### src/tnrx_pkg.sv
// tnrx_pkg: constants, codes and types shared by the Telnet receive parser.
// Telnet command octets, parser state and event codes, and the decode result word.
// No dependencies.
`timescale 1ns / 1ps

package tnrx_pkg;

  // Telnet command octets
  localparam logic [7:0] IAC  = 8'd255;
  localparam logic [7:0] SB   = 8'd250;
  localparam logic [7:0] SE   = 8'd240;
  localparam logic [7:0] DM   = 8'd242;
  localparam logic [7:0] NOP  = 8'd241;
  localparam logic [7:0] WILL = 8'd251;
  localparam logic [7:0] WONT = 8'd252;
  localparam logic [7:0] DO   = 8'd253;
  localparam logic [7:0] DONT = 8'd254;

  // Item kinds
  localparam logic KIND_BYTE   = 1'b0;
  localparam logic KIND_URGENT = 1'b1;

  typedef enum logic [2:0] {
    ST_DATA   = 3'd0,
    ST_IAC    = 3'd1,
    ST_OPT    = 3'd2,
    ST_SUB    = 3'd3,
    ST_SUBIAC = 3'd4
  } tnrx_state_t;

  typedef enum logic [2:0] {
    EV_DATA    = 3'd0,
    EV_SPECIAL = 3'd1,
    EV_OPTION  = 3'd2,
    EV_SUBBYTE = 3'd3,
    EV_SUBEND  = 3'd4
  } tnrx_event_t;

  // One decoded result, with a flag saying whether the word gives one
  typedef struct packed {
    logic        hit;
    tnrx_event_t ev;
    logic [7:0]  value;
    logic [7:0]  verb;
  } tnrx_res_t;

endpackage

### src/tnrx_in_stage.sv
// tnrx_in_stage: input register of the Telnet receive parser.
// Holds one received word until the decode stage can pass it on. Uses tnrx_pkg.
`timescale 1ns / 1ps

module tnrx_in_stage (
  input  logic       clk,
  input  logic       rst_n,
  input  logic       in_valid,
  output logic       in_stall,
  input  logic       in_kind,
  input  logic [7:0] in_rx_byte,
  input  logic       adv,
  output logic       fire,
  output logic       kind,
  output logic [7:0] rx_byte
);
  import tnrx_pkg::*;

  logic       valid_r, valid_nxt;
  logic       kind_r;
  logic [7:0] byte_r;
  logic       load;

  // Stall only while a held word cannot move on
  assign in_stall = valid_r & ~adv;
  assign load     = in_valid & ~in_stall;
  assign fire     = valid_r & adv;
  assign kind     = kind_r;
  assign rx_byte  = byte_r;

  always_comb begin
    valid_nxt = valid_r;
    if (load) begin
      valid_nxt = 1'b1;
    end else if (adv) begin
      valid_nxt = 1'b0;
    end
  end

  // Control flag
  always_ff @(posedge clk) begin
    if (!rst_n) begin
      valid_r <= 1'b0;
    end else begin
      valid_r <= valid_nxt;
    end
  end

  // Capture the payload on accept
  always_ff @(posedge clk) begin
    if (load) begin
      kind_r <= in_kind;
      byte_r <= in_rx_byte;
    end
  end

endmodule

### src/tnrx_decode.sv
// tnrx_decode: parser state machine of the Telnet receive parser.
// Decodes one word per cycle unless the output stalls, into at most one result,
// and keeps parse state, synch mode and the saved option verb. Uses tnrx_pkg.
`timescale 1ns / 1ps

module tnrx_decode (
  input  logic              clk,
  input  logic              rst_n,
  input  logic              fire,
  input  logic              kind,
  input  logic [7:0]        rx_byte,
  output tnrx_pkg::tnrx_res_t res
);
  import tnrx_pkg::*;

  tnrx_state_t state_r, state_nxt;
  logic        synch_r, synch_nxt;
  logic [7:0]  verb_r, verb_nxt;

  always_ff @(posedge clk) begin
    if (!rst_n) begin
      state_r <= ST_DATA;
      synch_r <= 1'b0;
      verb_r  <= 8'd0;
    end else if (fire) begin
      state_r <= state_nxt;
      synch_r <= synch_nxt;
      verb_r  <= verb_nxt;
    end
  end

  // Next state and result for the word on hand
  always_comb begin
    state_nxt = state_r;
    synch_nxt = synch_r;
    verb_nxt  = verb_r;
    res.hit   = 1'b0;
    res.ev    = EV_DATA;
    res.value = rx_byte;
    res.verb  = 8'd0;
    if (kind == KIND_URGENT) begin
      synch_nxt = 1'b1;
    end else begin
      case (state_r)
        ST_IAC: begin
          state_nxt = ST_DATA;
          if (rx_byte == IAC) begin
            res.hit = ~synch_r;
          end else if (rx_byte == SB) begin
            state_nxt = ST_SUB;
          end else if (rx_byte == NOP) begin
            state_nxt = ST_DATA;
          end else if (rx_byte == DM) begin
            synch_nxt = 1'b0;
          end else if (rx_byte == WILL || rx_byte == WONT ||
                       rx_byte == DO || rx_byte == DONT) begin
            verb_nxt  = rx_byte;
            state_nxt = ST_OPT;
          end else begin
            res.hit = 1'b1;
            res.ev  = EV_SPECIAL;
          end
        end
        ST_OPT: begin
          state_nxt = ST_DATA;
          res.hit   = 1'b1;
          res.ev    = EV_OPTION;
          res.verb  = verb_r;
        end
        ST_SUB: begin
          if (rx_byte == IAC) begin
            state_nxt = ST_SUBIAC;
          end else begin
            res.hit = 1'b1;
            res.ev  = EV_SUBBYTE;
          end
        end
        ST_SUBIAC: begin
          res.hit = 1'b1;
          if (rx_byte == SE) begin
            state_nxt = ST_DATA;
            res.ev    = EV_SUBEND;
            res.value = 8'd0;
          end else begin
            state_nxt = ST_SUB;
            res.ev    = EV_SUBBYTE;
          end
        end
        default: begin
          if (rx_byte == IAC) begin
            state_nxt = ST_IAC;
          end else begin
            state_nxt = ST_DATA;
            res.hit   = ~synch_r;
          end
        end
      endcase
    end
  end

endmodule

### src/telnet_receive_command_parser.sv
// Channel | Direction | Handshake          | Payload
// in_     | input     | in_valid/in_stall   | in_kind, in_rx_byte
// out_    | output    | out_valid/out_stall | out_event_res, out_value, out_option_verb
//
// One word is accepted per cycle while in_stall is low; the word waits in the input register,
// is decoded combinationally and its result is loaded into the output register, where
// out_valid shows it until it is taken.
// Reset (rst_n low, synchronous) empties both registers and returns the parser to the
// data state with synch mode off and the saved verb zero.
// A stall on the output holds the result; one more word waits in the input register,
// then in_stall rises. Words that give no result leave the output untouched.
// Top level: uses tnrx_pkg, tnrx_in_stage and tnrx_decode.
`timescale 1ns / 1ps

module telnet_receive_command_parser (
  input  logic       clk,
  input  logic       rst_n,
  input  logic       in_valid,
  output logic       in_stall,
  input  logic       in_kind,
  input  logic [7:0] in_rx_byte,
  output logic       out_valid,
  input  logic       out_stall,
  output logic [2:0] out_event_res,
  output logic [7:0] out_value,
  output logic [7:0] out_option_verb
);
  import tnrx_pkg::*;

  logic        adv;
  logic        fire;
  logic        kind;
  logic [7:0]  rx_byte;
  tnrx_res_t   res;

  logic        out_valid_r, out_valid_nxt;
  tnrx_event_t out_ev_r;
  logic [7:0]  out_value_r;
  logic [7:0]  out_verb_r;

  // Move on when the output register is empty or being taken
  assign adv = ~out_valid_r | ~out_stall;

  tnrx_in_stage u_in (
    .clk       (clk),
    .rst_n     (rst_n),
    .in_valid  (in_valid),
    .in_stall  (in_stall),
    .in_kind   (in_kind),
    .in_rx_byte(in_rx_byte),
    .adv       (adv),
    .fire      (fire),
    .kind      (kind),
    .rx_byte   (rx_byte)
  );

  tnrx_decode u_dec (
    .clk    (clk),
    .rst_n  (rst_n),
    .fire   (fire),
    .kind   (kind),
    .rx_byte(rx_byte),
    .res    (res)
  );

  assign out_valid_nxt = adv ? (fire & res.hit) : out_valid_r;

  always_ff @(posedge clk) begin
    if (!rst_n) begin
      out_valid_r <= 1'b0;
    end else begin
      out_valid_r <= out_valid_nxt;
    end
  end

  // Load the result word
  always_ff @(posedge clk) begin
    if (adv && fire && res.hit) begin
      out_ev_r    <= res.ev;
      out_value_r <= res.value;
      out_verb_r  <= res.verb;
    end
  end

  assign out_valid       = out_valid_r;
  assign out_event_res   = out_ev_r;
  assign out_value       = out_value_r;
  assign out_option_verb = out_verb_r;

  // An option request carries one of the four negotiation verbs
  a_opt_verb: assert property (@(posedge clk) disable iff (!rst_n)
    (out_valid_r && out_ev_r == EV_OPTION) |->
      (out_verb_r == WILL || out_verb_r == WONT || out_verb_r == DO || out_verb_r == DONT))
    else $error("option request without a negotiation verb");

  // Every other event carries a zero verb
  a_verb_zero: assert property (@(posedge clk) disable iff (!rst_n)
    (out_valid_r && out_ev_r != EV_OPTION) |-> (out_verb_r == 8'd0))
    else $error("verb set on a non-option event");

  // Subnegotiation end carries a zero value
  a_subend_zero: assert property (@(posedge clk) disable iff (!rst_n)
    (out_valid_r && out_ev_r == EV_SUBEND) |-> (out_value_r == 8'd0))
    else $error("subnegotiation end with non-zero value");

  // Input stalls only while the output holds a stalled result
  a_stall_cause: assert property (@(posedge clk) disable iff (!rst_n)
    in_stall |-> (out_valid_r && out_stall))
    else $error("input stalled with the output free");

endmodule

### config.mk
export PLATFORM = sky130hd
export DESIGN_NAME = telnet_receive_command_parser
export DESIGN_NICKNAME = d
export VERILOG_FILES = /design/src/tnrx_pkg.sv /design/src/tnrx_in_stage.sv /design/src/tnrx_decode.sv /design/src/telnet_receive_command_parser.sv
export SDC_FILE = /design/constraint.sdc
export NUM_CORES = 1
export LEC_CHECK = 0
export BUFFER_PORTS_ARGS = -buffer_cell sky130_fd_sc_hd__buf_4
export CAP_MARGIN = 5
export CORE_UTILIZATION = 35
export CTS_BUF_LIST = sky130_fd_sc_hd__clkbuf_4
export CTS_CLUSTER_SIZE = 25
export DETAILED_ROUTE_END_ITERATION = 7
export PLACE_DENSITY_LB_ADDON = 0.1
export SLEW_MARGIN = 20
export SYNTH_ARGS = -nofsm -noshare
export SYNTH_HDL_FRONTEND = slang
export SYNTH_SLANG_ARGS = --single-unit
### constraint.sdc
create_clock -name clk -period 2.95 [get_ports clk]
set_input_delay 0.1475 -clock clk [delete_from_list [all_inputs] [get_ports clk]]
set_output_delay 0.1475 -clock clk [all_outputs]
set_load 0.05 [all_outputs]
==> out/results.ini <==
[outcome]
outcome=complete, no violations

[yosys]
syn-num-nets=160
yosys_warnings=0
synth.distinct_cells=46
synth_seq_cells=42
synthCells=147
synthFlopType=edfxtp_1
synth-async-reset-ratio_pct=0
synth_edf_count=28
syn_area_um2=1810
synth-seq-area-share_pct=61.8
avgSynthCellArea_um2=12.3

[setup_path]
cp-start-kind=register
r2r_cells=3
r2r_start=u_dec.state_r[1]
cp.arrival_ps=2130
reg2reg_to=out_option_verb[0]
r2r_slack_ps=1030
setup.worst_path.class=reg -> reg
crit_required_ps=3160
crit_fanout=9
end_kind=register

[finish]
nets=198
drive_above_1_share_pct=28.5
n_fill_cell=481
stdcell_count=253
antennaDiodeCount=0
area_delta_synth_final_pct=23.7
fin_util_pct=46.3
design_area_um2=2240

[drt]
drt-initial-drc-count=138
ant_nets=0
drc=0
via_count=1253
via_per_inst=4.95
dr.pass1.iters=4
wl_per_cell_um=13.8
routed_wl_mm=3.49

[timing]
fin_setup_tns_ps=0
fin_worst_skew_ps=16.0
post-route-period-util_pct=64.9
worst_hold_slack_ps=9.05
tightest_slew_ps=933
maxSlewViolCount=0
rsz0062_at_grt=false
setup_slack_ps=1030
finalCriticalPeriod_ps=1920
max_freq_mhz=522
maxSlewHeadroom_pct=37.2
hold_viol=0
setup_viol=0

[grt]
top_usage_layer=met1
grt_pass1_vias=1143
grt_pass1_wl_mm=5.75
gr-usage-met1_pct=21.6
grt.total_usage_pct=14.4
antenna_found_initial=0
gr-usage-met2_pct=19.7
gr-total-overflow=0
grt_max_degree=20
use_met3_pct=4.07

[clock_network]
htreeDepth=2
cts_sinks=42
cts_tree=yes
clk_path_buf_depth=2
cts_root_buf=clkbuf_4
numCtsBuffers=5
insertion_delay_ps=350
post_cts_resized=0
clkTransAtPathRegs_ps=120

[min_path]
holdPathStages=3
holdCritStartpoint=in_valid
min_to=u_in.valid_r
hp-class=in -> reg

[die]
core_um2=4850
die-area_um2=5480
dieHeight_um=74.0
start_util_pct=37.4
rows=25
die_w_um=74.0
pin_count=34

[pwr]
swShare_pct=24.1
internal_power_mw=0.788
p_clk_share_pct=26.1
seqPwrFrac_pct=64.2
leakagePower_nw=0.809
powerDensity_nw_per_um2=463
ir_worst_vdd_uv=232
total_power_mw=1.04
switching_power_mw=0.250
combPwrFrac_pct=9.7

[placed_design]
dp_cells=236
numPortBuffers=33
place_congestion=0.824
hpwlAfterDp_mm=2.52
place_ws_ps=1030
placed_cell_area_um2=2100

[run]
maxCapViolations=0

[worst max path at each step]
stage / start / end / slack [ps] / cells past startpoint
floorplan: out_valid / out_event_res[0] / 90 / 3
global placement: u_in.rx_byte[0] / out_value[7] / 1080 / 5
detailed placement: u_in.rx_byte[0] / out_event_res[2] / 1030 / 5
CTS: u_in.rx_byte[0] / out_option_verb[0] / 1030 / 5
global route: u_dec.state_r[1] / out_option_verb[1] / 900 / 3
finish: u_dec.state_r[1] / out_option_verb[0] / 1030 / 3
[worst max-delay path, stage by stage, from the launching register on]
cell and delay [ps]:
dfxtp_1 550, inv_1 170, nor4_1 830, and2_1 230
[cells in the mapped netlist, types with 3 or more instances]
cell	count	area [um^2]
nor2_1	6	22.5
a21oi_1	7	35.0
nand4_1	3	18.8
inv_1	3	11.3
edfxtp_1	28	841
nand2_1	5	18.8
nand3_1	4	20.0
buf_2	4	20.0
nor3b_1	3	22.5
clkbuf_1	7	26.3
o21ai_0	5	25.0
o21a_1	5	37.5
dfxtp_1	14	280
and2_1	9	56.3
nor2b_1	6	37.5
[area by class of cell]
type	instances	area (um^2)	area share [%]
inverters	3	11.3	0.502
clock buffers	6	45.0	2.01
well taps	67	83.8	3.73
clock inverters	2	8.76	0.390
repair buffers	43	345	15.4
multi-input cells	90	629	28.0
flip-flops and latches	42	1120	49.9
[kinds of logic after synthesis]
group / after synthesis / share of synthesized area [%]
AOI/OAI and AO/OA: 35 / 14.1
xor gates and xnor gates: 1 / 0.483
buffers and inverters: 15 / 3.79
DFF: 42 / 61.8
and+or+nand+nor: 54 / 19.9
[registers in the layout, summed over array words and instances, names as in the netlist]
signal,flops
u_dec.state_r,3
out_value,8
out_option_verb,8
u_in.valid_r,1
u_dec.verb_r,8
u_in.kind,1
out_event_res,3
out_valid,1
u_in.rx_byte,8
u_dec.synch_r,1
[cells in the final DEF (no fill, tap or decap), types with 2 or more instances in the layout]
cell type and count:
a21boi_0 2, a21oi_1 7, and2_1 9, buf_4 34
clkbuf_4 6, dfxtp_1 14, dlygate4sd3_1 9, edfxtp_1 28
inv_1 3, nand2_1 5, nand3_1 4, nand4_1 3
nor2_1 6, nor2b_1 6, nor3b_1 3, o2111ai_1 2
o21a_1 5, o21ai_0 5, o21bai_1 2, o221a_2 2
o41ai_1 2, or3_1 2
[timing repair]
item                                    CTS  global route
endpoints found under the setup margin    0             0
buffers inserted                          0             0
hold buffers                              9             0
hold endpoints to repair                  9             0
[routing by layer]
| metal | up-vias | wire [um] |
|---|---|---|
| li1 | 628 | - |
| met2 | 38 | 1530 |
| met4 | 0 | 49 |
| met5 | - | 0 |
| met1 | 582 | 1740 |
| met3 | 5 | 168 |
[power groups by stage]
stage	sequential, mW	combinational, mW	clock (mW)
4_1_cts	0.666	0.102	0.285
3_3_place_gp	0.678	0.0914	0
6_report	0.666	0.101	0.271
2_1_floorplan	0.690	0.0498	0
5_1_grt	0.670	0.109	0.309
3_5_place_dp	0.679	0.0922	0
(Power assumes the default switching activity.)
